[src/design/bdq_pkg.sv]
`timescale 1ns / 1ps
// ----------------------------------------------------------------------------
// bdq_pkg
// Shared types and constants for the bounded deque with indexed read.
// ----------------------------------------------------------------------------
package bdq_pkg;

    // default sizing
    localparam int BDQ_DEPTH     = 256;
    localparam int BDQ_ITEM_BITS = 32;

    // fixed field widths
    localparam int MODE_BITS = 3;
    localparam int POS_BITS  = 8;

    // request opcodes
    typedef enum logic [MODE_BITS-1:0] {
        MODE_INS_HEAD = 3'd0,
        MODE_INS_TAIL = 3'd1,
        MODE_REM_HEAD = 3'd2,
        MODE_REM_TAIL = 3'd3,
        MODE_RD_HEAD  = 3'd4,
        MODE_RD_TAIL  = 3'd5,
        MODE_RD_INDEX = 3'd6
    } mode_t;

    // per-cycle commands broadcast to every cell
    typedef struct packed {
        logic shift_r;   // insert at head: move every element one cell up
        logic shift_l;   // remove head: move every element one cell down
        logic wr_tail;   // write item into the cell at the tail index
        logic load_rd;   // copy element row into the read chain
        logic shift_rd;  // move read chain one cell toward cell zero
    } cell_ctl_t;

endpackage

[src/design/bdq_cell.sv]
`timescale 1ns / 1ps
// ----------------------------------------------------------------------------
// bdq_cell
// One slot of the deque: holds the element at a fixed distance from the head
// and one stage of the read chain that walks elements toward cell zero.
// ----------------------------------------------------------------------------
module bdq_cell
    import bdq_pkg::*;
#(
    parameter int DEPTH     = BDQ_DEPTH,
    parameter int ITEM_BITS = BDQ_ITEM_BITS,
    parameter int INDEX     = 0,
    localparam int IW       = $clog2(DEPTH)
) (
    input  logic                 aclk,
    input  cell_ctl_t            ctl,
    input  logic [ITEM_BITS-1:0] item,
    input  logic [IW-1:0]        tail_idx,
    input  logic [ITEM_BITS-1:0] lower_data,  // element of the cell nearer the head
    input  logic [ITEM_BITS-1:0] upper_data,  // element of the cell nearer the tail
    input  logic [ITEM_BITS-1:0] upper_rd,    // read chain stage nearer the tail
    output logic [ITEM_BITS-1:0] data_out,
    output logic [ITEM_BITS-1:0] rd_out
);

    logic [ITEM_BITS-1:0] data_reg, data_next;
    logic [ITEM_BITS-1:0] rd_reg,   rd_next;

    // element update: shifts have priority, commands never overlap
    always_comb begin
        priority if (ctl.shift_r) begin
            data_next = lower_data;
        end else if (ctl.shift_l) begin
            data_next = upper_data;
        end else if (ctl.wr_tail && (tail_idx == IW'(INDEX))) begin
            data_next = item;
        end else begin
            data_next = data_reg;
        end
    end

    // read chain: parallel load, then shift one cell per cycle
    always_comb begin
        priority if (ctl.load_rd) begin
            rd_next = data_reg;
        end else if (ctl.shift_rd) begin
            rd_next = upper_rd;
        end else begin
            rd_next = rd_reg;
        end
    end

    always_ff @(posedge aclk) begin
        data_reg <= data_next;
        rd_reg   <= rd_next;
    end

    assign data_out = data_reg;
    assign rd_out   = rd_reg;

endmodule

[config.mk]
export PLATFORM = sky130hd
export DESIGN_NAME = bdq_cell
export DESIGN_NICKNAME = d
export VERILOG_FILES = /design/src/design/bdq_pkg.sv /design/src/design/bdq_cell.sv
export SDC_FILE = /design/constraint.sdc
export NUM_CORES = 1
export LEC_CHECK = 0
export BUFFER_PORTS_ARGS = -buffer_cell sky130_fd_sc_hd__buf_2
export CORE_MARGIN = 3
export CORE_UTILIZATION = 38
export CTS_CLUSTER_DIAMETER = 150
export DETAILED_ROUTE_END_ITERATION = 10
export GPL_TIMING_DRIVEN = 0
export MAX_ROUTING_LAYER = met4
export PLACE_DENSITY_LB_ADDON = 0.12
export REMOVE_ABC_BUFFERS = 1
export SKIP_CTS_REPAIR_TIMING = 1
export SLEW_MARGIN = 20
export SYNTH_ARGS = -nofsm -noshare
export SYNTH_HDL_FRONTEND = slang
export SYNTH_SLANG_ARGS = --single-unit
[constraint.sdc]
create_clock -name aclk -period 1.8 [get_ports aclk]
set_input_delay 0.18 -clock aclk [delete_from_list [all_inputs] [get_ports aclk]]
set_output_delay 0.18 -clock aclk [all_outputs]
set_load 0.02 [all_outputs]
Yosys cells after proc, flatten, opt, wreduce, memory -nomap -nowiden. Cells that the tools add are included.

Input port bits: 142. Bits in registers: 64.

Mux-type cells: 5. Reduce and logical (&&, ||, !) cells: 4.

Operator list (number): 2-to-1 mux 32 bit (5); zero test 8 bit (1); nonzero test 3 bit (1); nonzero test 2 bit (1); logical AND 1 bit (1).

Longest topological paths before layout. Gate-level depths: netlist of run 1.

Depth in word-level cells: 5. Gate-level depth with buffers: 4. Depth with buffers taken out: 2.

Worst setup path before layout of run 1. Ideal clock, no wire load.

Kind: input -> register. From: in tail_idx[4]. To: reg data_reg[0] (netlist: data_out[0]) (enable). Path buffers: 0. Cell stages on the path: 2. Path slack: -0.014 ns. Required time: 1.404 ns. Setup time: 0.396 ns. Arrival: 1.419 ns. Cell sequence: nor4b_1 -> a311o_1.

Longest elaborated chain between the ends: 3.

RTL lines: start: declaration (RTL line bdq_cell.sv:18) `input logic [IW-1:0] tail_idx,`; zero test 8 bit (RTL line bdq_cell.sv:35) `end else if (ctl.wr_tail && (tail_idx == IW'(INDEX))) begin`; logical AND 1 bit (RTL line bdq_cell.sv:35); nonzero test 3 bit (no line); end signal: assignment (RTL line bdq_cell.sv:54) `data_reg <= data_next;`; end: declaration (RTL line bdq_cell.sv:26) `logic [ITEM_BITS-1:0] data_reg, data_next;`.

Every way passes these cells. A chain may end at the register's enable or synchronous reset.

Worst setup path in the final report of run 1.
From: in ctl[3] (netlist bit). To: reg data_reg[27] (netlist: data_out[27]) (enable).

Longest elaborated chain between the ends: 1.

RTL lines: start: declaration (RTL line bdq_cell.sv:16) `input cell_ctl_t ctl,`; nonzero test 3 bit (no line).

Every way passes these cells.

==> flow_summary.yaml, run 1 <==
hold_path:
  hold_depth: 3
  hold_class: "in -> reg"
  hp-start: "lower_data[9]"
  worstHoldEndpoint: "data_out[9]"
sta:
  fin_crit_sh: 0.926
  rsz0062_at_grt: "false"
  setup_slack_ns: 0.133
  slew_violations: 0
  fmax_ghz: 0.600
  clock_skew_ns: 0.00486
  hold_viol: 0
  tightest_slew_ns: 1.06
  tns_ns: 0
  setup_viol: 0
  final.min_clock_period_ns: 1.67
  slew_headroom: 0.296
setup_path:
  crit_path_start_kind: "primary input"
  path_max_fanout: 33
  cp_data_required_time_ns: 1.83
  worstSetupPathType: "in -> reg"
  timing.rr.start: "data_out[27]"
  r2r_cells: 1
  r2r_setup_slack_ns: 0.86
  crit_arrival_ns: 1.70
  crit_path_end_kind: "register"
  worst_r2r_endpoint: "rd_out[27]"
floorplan:
  boundaryPins: 206
  die_h_um: 97.8
  coreArea_um2: 7970
  placementRows: 32
  initial_core_util: 0.402
  dieArea_um2: 9560
  die_w_um: 97.8
global_routing:
  antenna_found_initial: 0
  grt_max_degree: 66
  grt_pass1_vias: 2505
  grt_util_all_layers: 0.165
  grt_pass1_wl_um: 12000
  gr-total-overflow: 0
place:
  dp_hpwl_um: 5940
  dp_worst_setup_slack_ns: -0.258
  portBuffers: 205
  place.gp.congestion: 0.742
cts:
  clock-sinks: 64
  clock-root-buffer: "clkbuf_8"
  cts_made_buffers: 9
  clk_pin_slew_ns: 0.07
  cts_buffer_depth: 2
  cts_tree: "yes"
  clk_latency_ns: 0.32
  clock_tree.htree_level_count: 3
yosys:
  syn-cell-area_um2: 3200
  yosysSeqAreaShare: 0.600
  ys_warn_count: 0
  ys_seq_elements: 64
  syn_inst: 212
  synthTopCellsByCount: "edfxtp_1, mux2i_1, nand2_1"
  synth_area_leaders: "edfxtp_1, mux2_4, mux2i_1, o21ai_1, buf_12"
  synth_top_cell_area_share: 0.600
  yosysMostFrequentCell: "edfxtp_1"
  ys_types: 16
  synth_top_cell_by_area: "edfxtp_1"
  avgSynthCellArea_um2: 15.1
  ys.flop_type: "edfxtp_1"
  async_flop_share: 0
  synth-edff-count: 64
final_layout:
  area_growth_pct: 37.9
  num_antenna_cells: 0
  final_util: 0.554
  fillers: 728
  drive_gt1_frac: 0.606
  fin_nets: 557
detailed_routing:
  viasPerCell: 4.61
  drt_wl_total_um: 7660
  via_count: 2404
  ant_nets: 0
  drc: 0
  drt_first_iter_violations: 38
  routedWlPerCell_um: 14.7
  dr.pass1.iters: 4
pwr:
  power_density_nw_per_um2: 887
  power_leakage_nw: 2.15
  total_power_w: 0.00392
  peakVddDrop_uv: 388
job:
  drv_cap: 0
status:
  status: "finished, final reports clean"
-- layout make-up --
cell class / count / area (µm²) / area share
timing repair buffer: 207 / 1080 / 0.245
clock inverter: 5 / 48.8 / 0.0111
tap: 102 / 128 / 0.0289
clock buffer: 10 / 128 / 0.0289
multi-input combinational: 133 / 1100 / 0.250
sequential: 64 / 1920 / 0.435
-- worst max-delay path by stage --
stage	from	end	slack [ns]	depth (start not counted)
after floorplan	tail_idx[4]	data_out[0]	-0.01	2
after global placement	ctl[4]	data_out[20]	-0.95	2
after detailed placement	ctl[4]	data_out[20]	-0.26	3
after CTS	ctl[4]	data_out[28]	0.1	3
after global routing	ctl[3]	data_out[6]	0.03	3
final	ctl[3]	data_out[27]	0.13	3
-- power by group --
part | leakage (nW) | switching (W) | total, W | internal (W)
Sequential | 0.657 | 0.0000601 | 0.00191 | 0.00185
Combinational | 1.40 | 0.000479 | 0.000881 | 0.000402
Clock | 0.0933 | 0.000503 | 0.00112 | 0.000620
-- cells by family (layout without fill, tap and decap cells) --
family                 count (synthesis)  after routing  synth area share
multiplexers                          64             64             0.247
flip-flops                            64             64             0.600
AND/OR/NAND/NOR                       36             36            0.0449
AO/OA/AOI/OAI                         33             33            0.0531
buffers and inverters                 15            222            0.0551
-- worst max-delay path: stages --
cell and delay [ns]:
buf_2 0.74, a311o_2 0.53, buf_16 0.21
-- registers in the layout, indices dropped and copies added (netlist names) --
signal,count
rd_out,32
data_out,32
-- cell usage in the layout, fill, tap and decap left out, drive strengths merged, types with 4 or more instances in the layout --
cell type  instances
clkinv             4
buf              206
o21ai             32
mux2i             32
nand2             32
mux2              32
clkbuf            11
edfxtp            64
-- layer usage --
layer  vias up  routed length, µm  global-route usage  part of all wire
met5         -                  0                   -                 0
met4         0                 95              0.0639             0.012
met3         9                664              0.0429             0.087
met2       123               3980               0.294              0.52
met1      1072               2910               0.176              0.38
li1       1200                  -                   -                 -
-- metrics by stage --
step                      std cells  instance area (µm²)  hold WS, ns
after floorplan                 197                 3030        0.367
final                           521                 4410        0.134
after CTS                       521                 4410        0.115
after global routing            521                 4410        0.129
after global placement          504                 4180        0.465
after detailed placement        506                 4240        0.469
Power figures use the tool's default switching activity.
==> inputs of run 2 (changes only) <==
--- a/config.mk
+++ b/config.mk
@@ -9,3 +9,4 @@
 export CORE_MARGIN = 3
-export CORE_UTILIZATION = 38
+export CORE_UTILIZATION = 40
+export CTS_BUF_LIST = sky130_fd_sc_hd__clkbuf_8
 export CTS_CLUSTER_DIAMETER = 150
==> constraint.sdc (replaced) <==
create_clock -name aclk -period 2 [get_ports aclk]
set_input_delay 0.1 -clock aclk [delete_from_list [all_inputs] [get_ports aclk]]
set_output_delay 0.1 -clock aclk [all_outputs]
set_load 0.02 [all_outputs]
==> run 2 against run 1 <==
Worst hold slack lost 0.074 ns. Register-to-register slack gained 0.22 ns. Core utilization grew 2.8 points. Cell count shrank 0.58%. Sequential cell count is the same. Via count shrank 0.75%. Worst setup slack gained 0.17 ns.
==> flow_summary.yaml, run 2 (synthesis results as in run 1) <==
floorplan:
  die_h_um: 95.5
  initial_core_util: 0.426
  placementRows: 31
  dieArea_um2: 9110
  die_w_um: 95.5
  coreArea_um2: 7520
  boundaryPins: 206
global_routing:
  antenna_found_initial: 0
  grt_pass1_wl_um: 10900
  gr-total-overflow: 0
  grt_max_degree: 66
  grt_util_all_layers: 0.166
  grt_pass1_vias: 2281
detailed_routing:
  viasPerCell: 4.61
  routedWlPerCell_um: 14.7
  via_count: 2386
  drt_wl_total_um: 7600
  drt_first_iter_violations: 25
  drc: 0
  ant_nets: 0
  dr.pass1.iters: 4
setup_path:
  cp_data_required_time_ns: 1.95
  cpMaxStageDelayCell: "buf_2"
  path_delay_family: "buffers and inverters"
  worstSetupPathType: "in -> reg"
  crit_path_start_kind: "primary input"
  timing.rr.start: "data_out[22]"
  crit_chain: "buf_2 -> or2_2"
  path_max_fanout: 33
  crit_path_end_kind: "register"
  crit_arrival_ns: 1.66
  worst_r2r_endpoint: "rd_out[22]"
  crit_path_max_incr_delay_ns: 0.77
  critPathBufInv: 1
  r2r_setup_slack_ns: 1.08
  crit_path_start: "ctl[1]"
  r2r_cells: 1
final_layout:
  final_cell_mix: "buf_2, edfxtp_1, mux2i_1, nand2_1"
  fin_area_um2: 4380
  fin_nets: 556
  fin_cells: 518
  fillers: 683
  drive_gt1_frac: 0.601
  num_antenna_cells: 0
  area_growth_pct: 36.9
  layout_commonest_cell: "buf_2"
sta:
  setup_viol: 0
  hold_viol: 0
  fmax_ghz: 0.588
  slew_violations: 0
  final.min_clock_period_ns: 1.70
  rsz0062_at_grt: "false"
  slew_headroom: 0.310
  fin_crit_sh: 0.851
  tightest_slew_ns: 1.03
  clock_skew_ns: 0.00827
cts:
  cts_buffer_depth: 2
  clock_tree.htree_level_count: 3
  clock-sinks: 64
  clock-root-buffer: "clkbuf_8"
  cts_tree: "yes"
  clk_pin_slew_ns: 0.06
  clk_latency_ns: 0.33
  cts_made_buffers: 9
place:
  portBuffers: 205
  dp_hpwl_um: 5870
  place.gp.congestion: 0.761
  dp.cells: 502
  placed_area_um2: 4200
hold_path:
  hold_class: "in -> reg"
  hold_depth: 3
  hp-start: "lower_data[15]"
  worstHoldEndpoint: "data_out[15]"
pwr:
  peakVddDrop_uv: 319
  power_leakage_nw: 2.14
  power_density_nw_per_um2: 801
status:
  status: "finished, final reports clean"
job:
  drv_cap: 0
## run 2: how the worst max path moves through the flow
stage / end / cells after the start
global route: rd_out[12] / 2
floorplan: data_out[0] / 2
detailed placement: rd_out[17] / 2
global placement: data_out[2] / 2
finish: rd_out[31] / 2
CTS: rd_out[22] / 2
## run 2: area by class of cell
| cell class | instances | area [µm²] | share of cell area |
|---|---|---|---|
| clock buffers | 9 | 124 | 0.0283 |
| multi-input cells | 133 | 1100 | 0.252 |
| flip-flops and latches | 64 | 1920 | 0.438 |
| well taps | 99 | 124 | 0.0283 |
| clock inverters | 7 | 55.1 | 0.0126 |
| repair buffers | 206 | 1050 | 0.240 |
## run 2: report_power, final
part / internal (W) / switching (W) / total [W]
clock network: 0.000554 / 0.000451 / 0.00100
logic: 0.000357 / 0.000429 / 0.000786
registers: 0.00167 / 0.0000532 / 0.00172
## run 2: layer usage
layer,track usage,vias to the layer above,routed length [µm]
met5,-,-,0
met4,0.0687,0,119
met3,0.0418,11,737
met2,0.299,121,3950
met1,0.174,1059,2790
li1,-,1195,-
## run 2: through the flow
stage	setup TNS, ns	setup slack (ns)	util	hold WS [ns]	power [W]
finish	0	0.299	0.582	0.0605	0.00351
CTS	0	0.259	0.582	0.0404	0.00357
detailed placement	-3.21	-0.101	0.559	0.389	0.00255
floorplan	0	0.266	-	0.287	0.00217
global placement	-35.75	-0.638	0.555	0.388	0.00253
global route	0	0.165	0.582	0.0567	0.00369
