[config.mk]
export PLATFORM = sky130hd
export DESIGN_NAME = bdq_ctrl
export DESIGN_NICKNAME = d
export VERILOG_FILES = /design/src/design/bdq_pkg.sv /design/src/design/bdq_ctrl.sv
export SDC_FILE = /design/constraint.sdc
export NUM_CORES = 1
export LEC_CHECK = 0
export BUFFER_PORTS_ARGS = -buffer_cell sky130_fd_sc_hd__buf_2
export CORE_UTILIZATION = 44
export CTS_CLUSTER_DIAMETER = 60
export DETAILED_ROUTE_END_ITERATION = 8
export PLACE_DENSITY = 0.73
export SYNTH_ARGS = -nofsm -noshare
export SYNTH_HDL_FRONTEND = slang
export SYNTH_SLANG_ARGS = --single-unit
[constraint.sdc]
create_clock -name aclk -period 6.4 [get_ports aclk]
set_input_delay 1.28 -clock aclk [delete_from_list [all_inputs] [get_ports aclk]]
set_output_delay 1.28 -clock aclk [all_outputs]
set_load 0.03 [all_outputs]
[src/design/bdq_pkg.sv]
`timescale 1ns / 1ps
// ----------------------------------------------------------------------------
// bdq_pkg
// Shared types and constants for the bounded deque with indexed read.
// ----------------------------------------------------------------------------
package bdq_pkg;

    // default sizing
    localparam int BDQ_DEPTH     = 256;
    localparam int BDQ_ITEM_BITS = 32;

    // fixed field widths
    localparam int MODE_BITS = 3;
    localparam int POS_BITS  = 8;

    // request opcodes
    typedef enum logic [MODE_BITS-1:0] {
        MODE_INS_HEAD = 3'd0,
        MODE_INS_TAIL = 3'd1,
        MODE_REM_HEAD = 3'd2,
        MODE_REM_TAIL = 3'd3,
        MODE_RD_HEAD  = 3'd4,
        MODE_RD_TAIL  = 3'd5,
        MODE_RD_INDEX = 3'd6
    } mode_t;

    // per-cycle commands broadcast to every cell
    typedef struct packed {
        logic shift_r;   // insert at head: move every element one cell up
        logic shift_l;   // remove head: move every element one cell down
        logic wr_tail;   // write item into the cell at the tail index
        logic load_rd;   // copy element row into the read chain
        logic shift_rd;  // move read chain one cell toward cell zero
    } cell_ctl_t;

endpackage

[src/design/bdq_ctrl.sv]
`timescale 1ns / 1ps
// ----------------------------------------------------------------------------
// bdq_ctrl
// Request decoder, element count, read sequencer and output register.
// ----------------------------------------------------------------------------
module bdq_ctrl
    import bdq_pkg::*;
#(
    parameter int DEPTH     = BDQ_DEPTH,
    parameter int ITEM_BITS = BDQ_ITEM_BITS,
    localparam int IW       = $clog2(DEPTH),
    localparam int CW       = $clog2(DEPTH + 1),
    localparam int S_DW     = ((ITEM_BITS + POS_BITS + 7) / 8) * 8,
    localparam int M_DW     = ((ITEM_BITS + CW + 7) / 8) * 8
) (
    input  logic                 aclk,
    input  logic                 aresetn,
    input  logic                 s_axis_tvalid,
    output logic                 s_axis_tready,
    input  logic [S_DW-1:0]      s_axis_tdata,
    input  logic [MODE_BITS-1:0] s_axis_tuser,
    output logic                 m_axis_tvalid,
    input  logic                 m_axis_tready,
    output logic [M_DW-1:0]      m_axis_tdata,
    output logic [0:0]           m_axis_tuser,
    output cell_ctl_t            ctl,
    output logic [ITEM_BITS-1:0] item,
    output logic [IW-1:0]        tail_idx,
    input  logic [ITEM_BITS-1:0] rd_head
);

    localparam int CMPW = (POS_BITS > CW) ? POS_BITS : CW;

    typedef enum logic [2:0] {
        ST_IDLE   = 3'b001,
        ST_READ   = 3'b010,
        ST_FINISH = 3'b100
    } state_t;

    state_t               state_reg, state_next;
    logic [CW-1:0]        held_reg, held_next;
    logic [IW-1:0]        cnt_reg, cnt_next;
    logic                 res_done_reg, res_done_next;
    logic [ITEM_BITS-1:0] res_val_reg, res_val_next;
    logic                 out_valid_reg, out_valid_next;
    logic                 out_done_reg, out_done_next;
    logic [ITEM_BITS-1:0] out_val_reg, out_val_next;
    logic [CW-1:0]        out_cnt_reg, out_cnt_next;

    logic                 accept;
    mode_t                mode;
    logic [POS_BITS-1:0]  position;
    logic                 full, empty;
    logic [CW-1:0]        held_m1;
    logic [IW-1:0]        rd_idx;
    logic                 go_read;

    // unpack request
    assign accept   = s_axis_tvalid && s_axis_tready;
    assign mode     = mode_t'(s_axis_tuser);
    assign item     = s_axis_tdata[ITEM_BITS-1:0];
    assign position = s_axis_tdata[ITEM_BITS +: POS_BITS];

    assign full     = (held_reg == CW'(DEPTH));
    assign empty    = (held_reg == '0);
    assign held_m1  = held_reg - CW'(1);
    assign tail_idx = held_reg[IW-1:0];

    assign s_axis_tready = (state_reg == ST_IDLE);

    // sequencer
    always_comb begin
        state_next     = state_reg;
        held_next      = held_reg;
        cnt_next       = cnt_reg;
        res_done_next  = res_done_reg;
        res_val_next   = res_val_reg;
        out_valid_next = out_valid_reg;
        out_done_next  = out_done_reg;
        out_val_next   = out_val_reg;
        out_cnt_next   = out_cnt_reg;
        ctl            = '0;
        rd_idx         = '0;
        go_read        = 1'b0;

        // result taken downstream
        if (out_valid_reg && m_axis_tready) begin
            out_valid_next = 1'b0;
        end

        unique case (state_reg)
            ST_IDLE: begin
                if (accept) begin
                    res_done_next = 1'b0;
                    res_val_next  = '0;
                    unique case (mode)
                        MODE_INS_HEAD: begin
                            if (!full) begin
                                ctl.shift_r   = 1'b1;
                                held_next     = held_reg + CW'(1);
                                res_done_next = 1'b1;
                            end
                        end
                        MODE_INS_TAIL: begin
                            if (!full) begin
                                ctl.wr_tail   = 1'b1;
                                held_next     = held_reg + CW'(1);
                                res_done_next = 1'b1;
                            end
                        end
                        MODE_REM_HEAD: begin
                            if (!empty) begin
                                ctl.shift_l   = 1'b1;
                                held_next     = held_m1;
                                res_done_next = 1'b1;
                            end
                        end
                        MODE_REM_TAIL: begin
                            if (!empty) begin
                                held_next     = held_m1;
                                res_done_next = 1'b1;
                            end
                        end
                        MODE_RD_HEAD: begin
                            if (!empty) begin
                                go_read = 1'b1;
                            end
                        end
                        MODE_RD_TAIL: begin
                            if (!empty) begin
                                rd_idx  = held_m1[IW-1:0];
                                go_read = 1'b1;
                            end
                        end
                        MODE_RD_INDEX: begin
                            if (CMPW'(position) < CMPW'(held_reg)) begin
                                rd_idx  = IW'(position);
                                go_read = 1'b1;
                            end
                        end
                        default: begin
                        end
                    endcase

                    if (go_read) begin
                        ctl.load_rd = 1'b1;
                        cnt_next    = rd_idx;
                        state_next  = ST_READ;
                    end else begin
                        state_next  = ST_FINISH;
                    end
                end
            end

            // walk the wanted element down to cell zero
            ST_READ: begin
                if (cnt_reg == '0) begin
                    res_done_next = 1'b1;
                    res_val_next  = rd_head;
                    state_next    = ST_FINISH;
                end else begin
                    ctl.shift_rd = 1'b1;
                    cnt_next     = cnt_reg - IW'(1);
                end
            end

            // hand the result to the output register once it is free
            ST_FINISH: begin
                if (!out_valid_reg || m_axis_tready) begin
                    out_valid_next = 1'b1;
                    out_done_next  = res_done_reg;
                    out_val_next   = res_val_reg;
                    out_cnt_next   = held_reg;
                    state_next     = ST_IDLE;
                end
            end

            default: begin
                state_next = ST_IDLE;
            end
        endcase
    end

    // control state
    always_ff @(posedge aclk) begin
        if (!aresetn) begin
            state_reg     <= ST_IDLE;
            held_reg      <= '0;
            out_valid_reg <= 1'b0;
        end else begin
            state_reg     <= state_next;
            held_reg      <= held_next;
            out_valid_reg <= out_valid_next;
        end
    end

    // payload
    always_ff @(posedge aclk) begin
        cnt_reg      <= cnt_next;
        res_done_reg <= res_done_next;
        res_val_reg  <= res_val_next;
        out_done_reg <= out_done_next;
        out_val_reg  <= out_val_next;
        out_cnt_reg  <= out_cnt_next;
    end

    assign m_axis_tvalid = out_valid_reg;
    assign m_axis_tdata  = M_DW'({out_cnt_reg, out_val_reg});
    assign m_axis_tuser  = out_done_reg;

endmodule

# Word-level counts from Yosys, hierarchy flattened
# Index checks and enable logic that the tools add are counted.
word_totals:
  regBits: 96
  latchBits: 0
  ram_bits: 0
  rom_bits: 0
  inputBits: 79
  output_inout_bits: 96
  elab_cells: 86
  mem_count: 0
op_classes:
  add_sub_neg: 3
  n_mul: 0
  div_mod_pow: 0
  n_lt_le_gt_ge: 1
  eq_ne: 17
  n_shift: 0
  mux: 39
  bitwise_logic: 0
  reduce_logical: 17
op_table:
  columns: ["cell", "n"]
  rows:
  - ["2-to-1 mux 32 bit", 2]
  - ["case mux 32 bit (2 select lines)", 1]
  - ["2-to-1 mux 8 bit", 5]
  - ["case mux 8 bit (2 select lines)", 2]
  - ["2-to-1 mux 9 bit", 2]
  - ["case mux 9 bit (2 select lines)", 1]
  - ["2-to-1 mux 1 bit", 16]
  - ["== test 3 bit (second input constant)", 4]
  - ["2-to-1 mux 3 bit", 4]
  - ["!= test 2 bit (second input constant)", 5]
  - ["adder 9 x 1 -> 9 bit (second input constant)", 1]
  - ["== test 3 x 2 -> 1 bit (second input constant)", 3]
  - ["== test 9 bit (second input constant)", 1]
  - ["logical NOT 9 bit", 1]
  - ["< comparator 8 x 9 -> 1 bit", 1]
  - ["case mux 3 bit (3 select lines)", 1]
  - ["subtractor 9 x 1 -> 9 bit (second input constant)", 1]
  - ["logical NOT 8 bit", 1]
  - ["2-to-1 mux 4 bit", 2]
  - ["subtractor 8 x 1 -> 8 bit (second input constant)", 1]
  - ["== test 3 x 1 -> 1 bit (second input constant)", 2]
  - ["case mux 1 bit (2 select lines)", 3]
  - ["AND reduction 3 bit", 2]
  - ["OR reduction 2 bit", 3]
  - ["other kinds (9)", 12]

# Longest topological paths before layout
depth:
  depth_word: 8
  mapped_depth: 9
  mapped_depth_nobuf: 7

# Least setup slack after synthesis
# No wires, ideal clock.
synth_path:
  kind: "input-to-reg"
  startpoint: "input m_axis_tready"
  endpoint: "register out_done_reg (netlist: m_axis_tuser), enable pin"
  setup_time_ps: 546
  arrival_ps: 5321
  t_required_ps: 5854
  path_slack_ps: 533
  path_stages: 2
  path_buffers: 0
  cell_sequence: "nor2b_1 -> nor4_1"
synth_between:
  elab_chain_len: 2
synth_lines:
  columns: ["element", "line", "rtl"]
  rows:
  - ["start: declaration", "bdq_ctrl.sv:23", "input logic m_axis_tready,"]
  - ["logical OR 1 bit", "bdq_ctrl.sv:169", "if (!out_valid_reg || m_axis_tready) begin"]
  - ["AND reduction 2 bit (no line)", null, null]
  - ["end signal: assignment", "bdq_ctrl.sv:202", "out_done_reg <= out_done_next;"]
  - ["end: declaration", "bdq_ctrl.sv:46", "logic out_done_reg, out_done_next;"]
# Every way passes these cells.
# A chain may end at the register's enable or synchronous reset.

==> summary.txt <==
vias in the first global route: 2790
Reg-to-Reg Start: state_reg[0]
Net Sw Power: 0.333 mW
Synth Warn #: 0
crit path DAT: 2990 ps
fill count: 885
post-CTS setup buffer count: 0
FF+latch count, synth: 96
Tot Pwr: 1.24 mW
Sinks on Clock Net: 96
syn avg cell area: 12.3 µm²
core area: 9910 µm²
Worst Reg-to-Reg Cells: 3
worst stage delay on the critical path: 470 ps
Post-Syn Instances: 372
crit path capture type: output port
DRT Pass-1 Iters: 4
Worst Path Buf+Inv: 3
Leakage: 2.06 nW
1st-iter DRT viols: 117
Int Pwr: 0.907 mW
row cnt: 36
Ant. Diodes: 0
Fin. Hold Viols: 0
Place WS: 2130 ps
hold path depth: 0
Setup violations, final: 0
io pins: 175
# DRC: 0
P&R area growth vs syn: 10.1%
setup_tns: 0 ps
FFs w/ async S/R, synth: 0%
die area: 10800 µm²
area of the multi-input gates: 1330 µm²
kind of critical path: in -> out
Tcrit/Tclk final: 66.7%
Clk Latency, worst-skew pair: 350 ps
predominant post-synthesis flop cell: edfxtp_1
initial antenna violation count: 0
post-synthesis sequential area ratio: 60.2%
Starting Density: 46.1%
overall via count from detail_route: 2955
measured slew at the worst slew-check pin: 1100 ps
Die H: 104 µm
final instance area: 5030 µm²
worst setup margin: 2130 ps
fmax: 234 MHz
fin. max-slew vios: 0
first-pass GRT wire length: 14.1 mm
cell family with most CP delay: compound AO/OA/AOI/OAI gates
CP Cell Sequence: buf_2 > ha_1 > a2111o_1 > a211oi_1 > o21ai_1 > inv_1 > buf_2
Placer Congestion: 0.891
post_cts resized: 0
crit start category: input port
final net count: 516
combinational fraction of design power: 11.5%
commonest non-fill, non-tap cells in the layout: 103 x buf_2, 83 x edfxtp_1, 33 x and3_1, 26 x nor2_1
Antenna Nets Post-Route: 0
cell depth of the worst setup path: 7
Port-buffer cells: 103
grt ovf: 0
Post-CTS Hold Buffers: 0
R2R Path End: res_val_reg[28]
min cycle time layout: 4270 ps
leading cell type in the layout, fill and taps excluded: buf_2
Unique masters post-synth: 51
vias per cell: 5.23
Reg power frac: 58.3%
worst-case clock buffer depth: 2
clock tree root driver cell: clkbuf_8
CTS tree: done
outcome: finished clean
CTS buffer count: 9
Final Util: 50.8%
WP data required: 5120 ps
Post-synth EDFFs: 83
Hold WC Path Type: reg -> reg
R2R Setup Slk: 3380 ps
Worst slew margin: 26.4%
DP HPWL: 6.43 mm
Worst-path clk slew: 100 ps
die width: 104 µm
Cell Area, Synth: 4570 µm²
final WL: 8.92 mm
Post-Place Cell Area: 4850 µm²
clock power share: 30.2%
Wirelength per Cell: 15.8 µm
crit path max fanout: 4
switching part of the total power: 26.9%
slowest CP cell: a211oi_1
most frequent CP cell: buf_2
Total GRT Usage: 16.5%
largest net degree at the start of global routing: 42
H-tree levels: 3
unrepaired setup endpoints after global routing: no
# Max-Cap Violations: 0
Max IR drop VDD: 0.129 mV
Power Density: 246 nW/µm²
WHS Endpoint: m_axis_tuser
share of layout cells above drive strength 1: 30.3%
HP Start: res_done_reg
register area: 2750 µm²
clock skew: 11.5 ps
worst max-delay path by stage:
stage | slack [ps] | start | to
6_report | 2130 | s_axis_tdata[33] | ctl[1]
5_1_grt | 1970 | s_axis_tdata[33] | ctl[1]
4_1_cts | 2130 | s_axis_tdata[33] | ctl[1]
3_5_place_dp | 2130 | s_axis_tdata[33] | ctl[1]
3_3_place_gp | 2150 | s_axis_tdata[33] | ctl[1]
2_1_floorplan | 530 | m_axis_tready | m_axis_tuser
synth_stat cells (all sizes together), types with 2 or more instances:
master  instances  area share, %
dfxtp          13            5.7
edfxtp         83             55
nand2b          2           0.27
a211oi          4           0.77
inv            16            1.3
and2            4           0.55
buf            55            9.1
ha             10            2.7
nand4           4           0.55
nand3b          3           0.49
nor2b           3           0.41
nor2           27            2.2
nor3            9            1.1
or3             6           0.93
nand3           8           0.88
xnor2          16            3.1
xor2            3           0.58
o21ai           6           0.66
o31ai           3           0.49
a21oi          13            1.6
nand2          12           0.99
a221o           7            1.5
clkbuf         12           0.99
and3           33            4.5
power groups by stage:
stage	sequential [mW]	clock [mW]	combinational (mW)
finish	0.723	0.374	0.142
global route	0.727	0.411	0.155
CTS	0.724	0.388	0.142
detailed placement	0.738	0	0.142
global placement	0.736	0	0.139
floorplan	0.739	0	0.143
cells by family after synthesis:
logic type | count (synthesis) | share of synthesized area (%)
xor+xnor | 19 | 3.64
buf+inv | 84 | 11.5
compound gates | 43 | 7.28
simple gates | 119 | 14.5
fa+ha+maj | 10 | 2.74
flops | 96 | 60.2
other cells | 1 | 0.0821
per-stage QoR:
step / hold WS (ps) / instances
floorplan: 400 / 378
global placement: 401 / 549
detailed placement: 405 / 549
CTS: 418 / 565
global route: 427 / 565
finish: 422 / 565
final cells by class:
type | count | share of cell area, %
Clock buffer | 9 | 2.46
Sequential cell | 96 | 54.7
Timing Repair Buffer | 105 | 10.5
Inverter | 17 | 1.27
Tap cell | 133 | 3.31
Multi-Input combinational cell | 198 | 26.5
Clock inverter | 7 | 1.22
layer usage:
layer / vias to the layer above / wire, µm / track usage [%] / share of wire (%)
met5: - / 0 / 0 / 0
met4: 0 / 180 / 5.00 / 2.0
met3: 29 / 596 / 3.82 / 6.7
met2: 112 / 4100 / 27.0 / 46
met1: 1419 / 4040 / 21.9 / 45
li1: 1395 / - / - / -
Note: power is estimated with default switching activity, not from simulation.
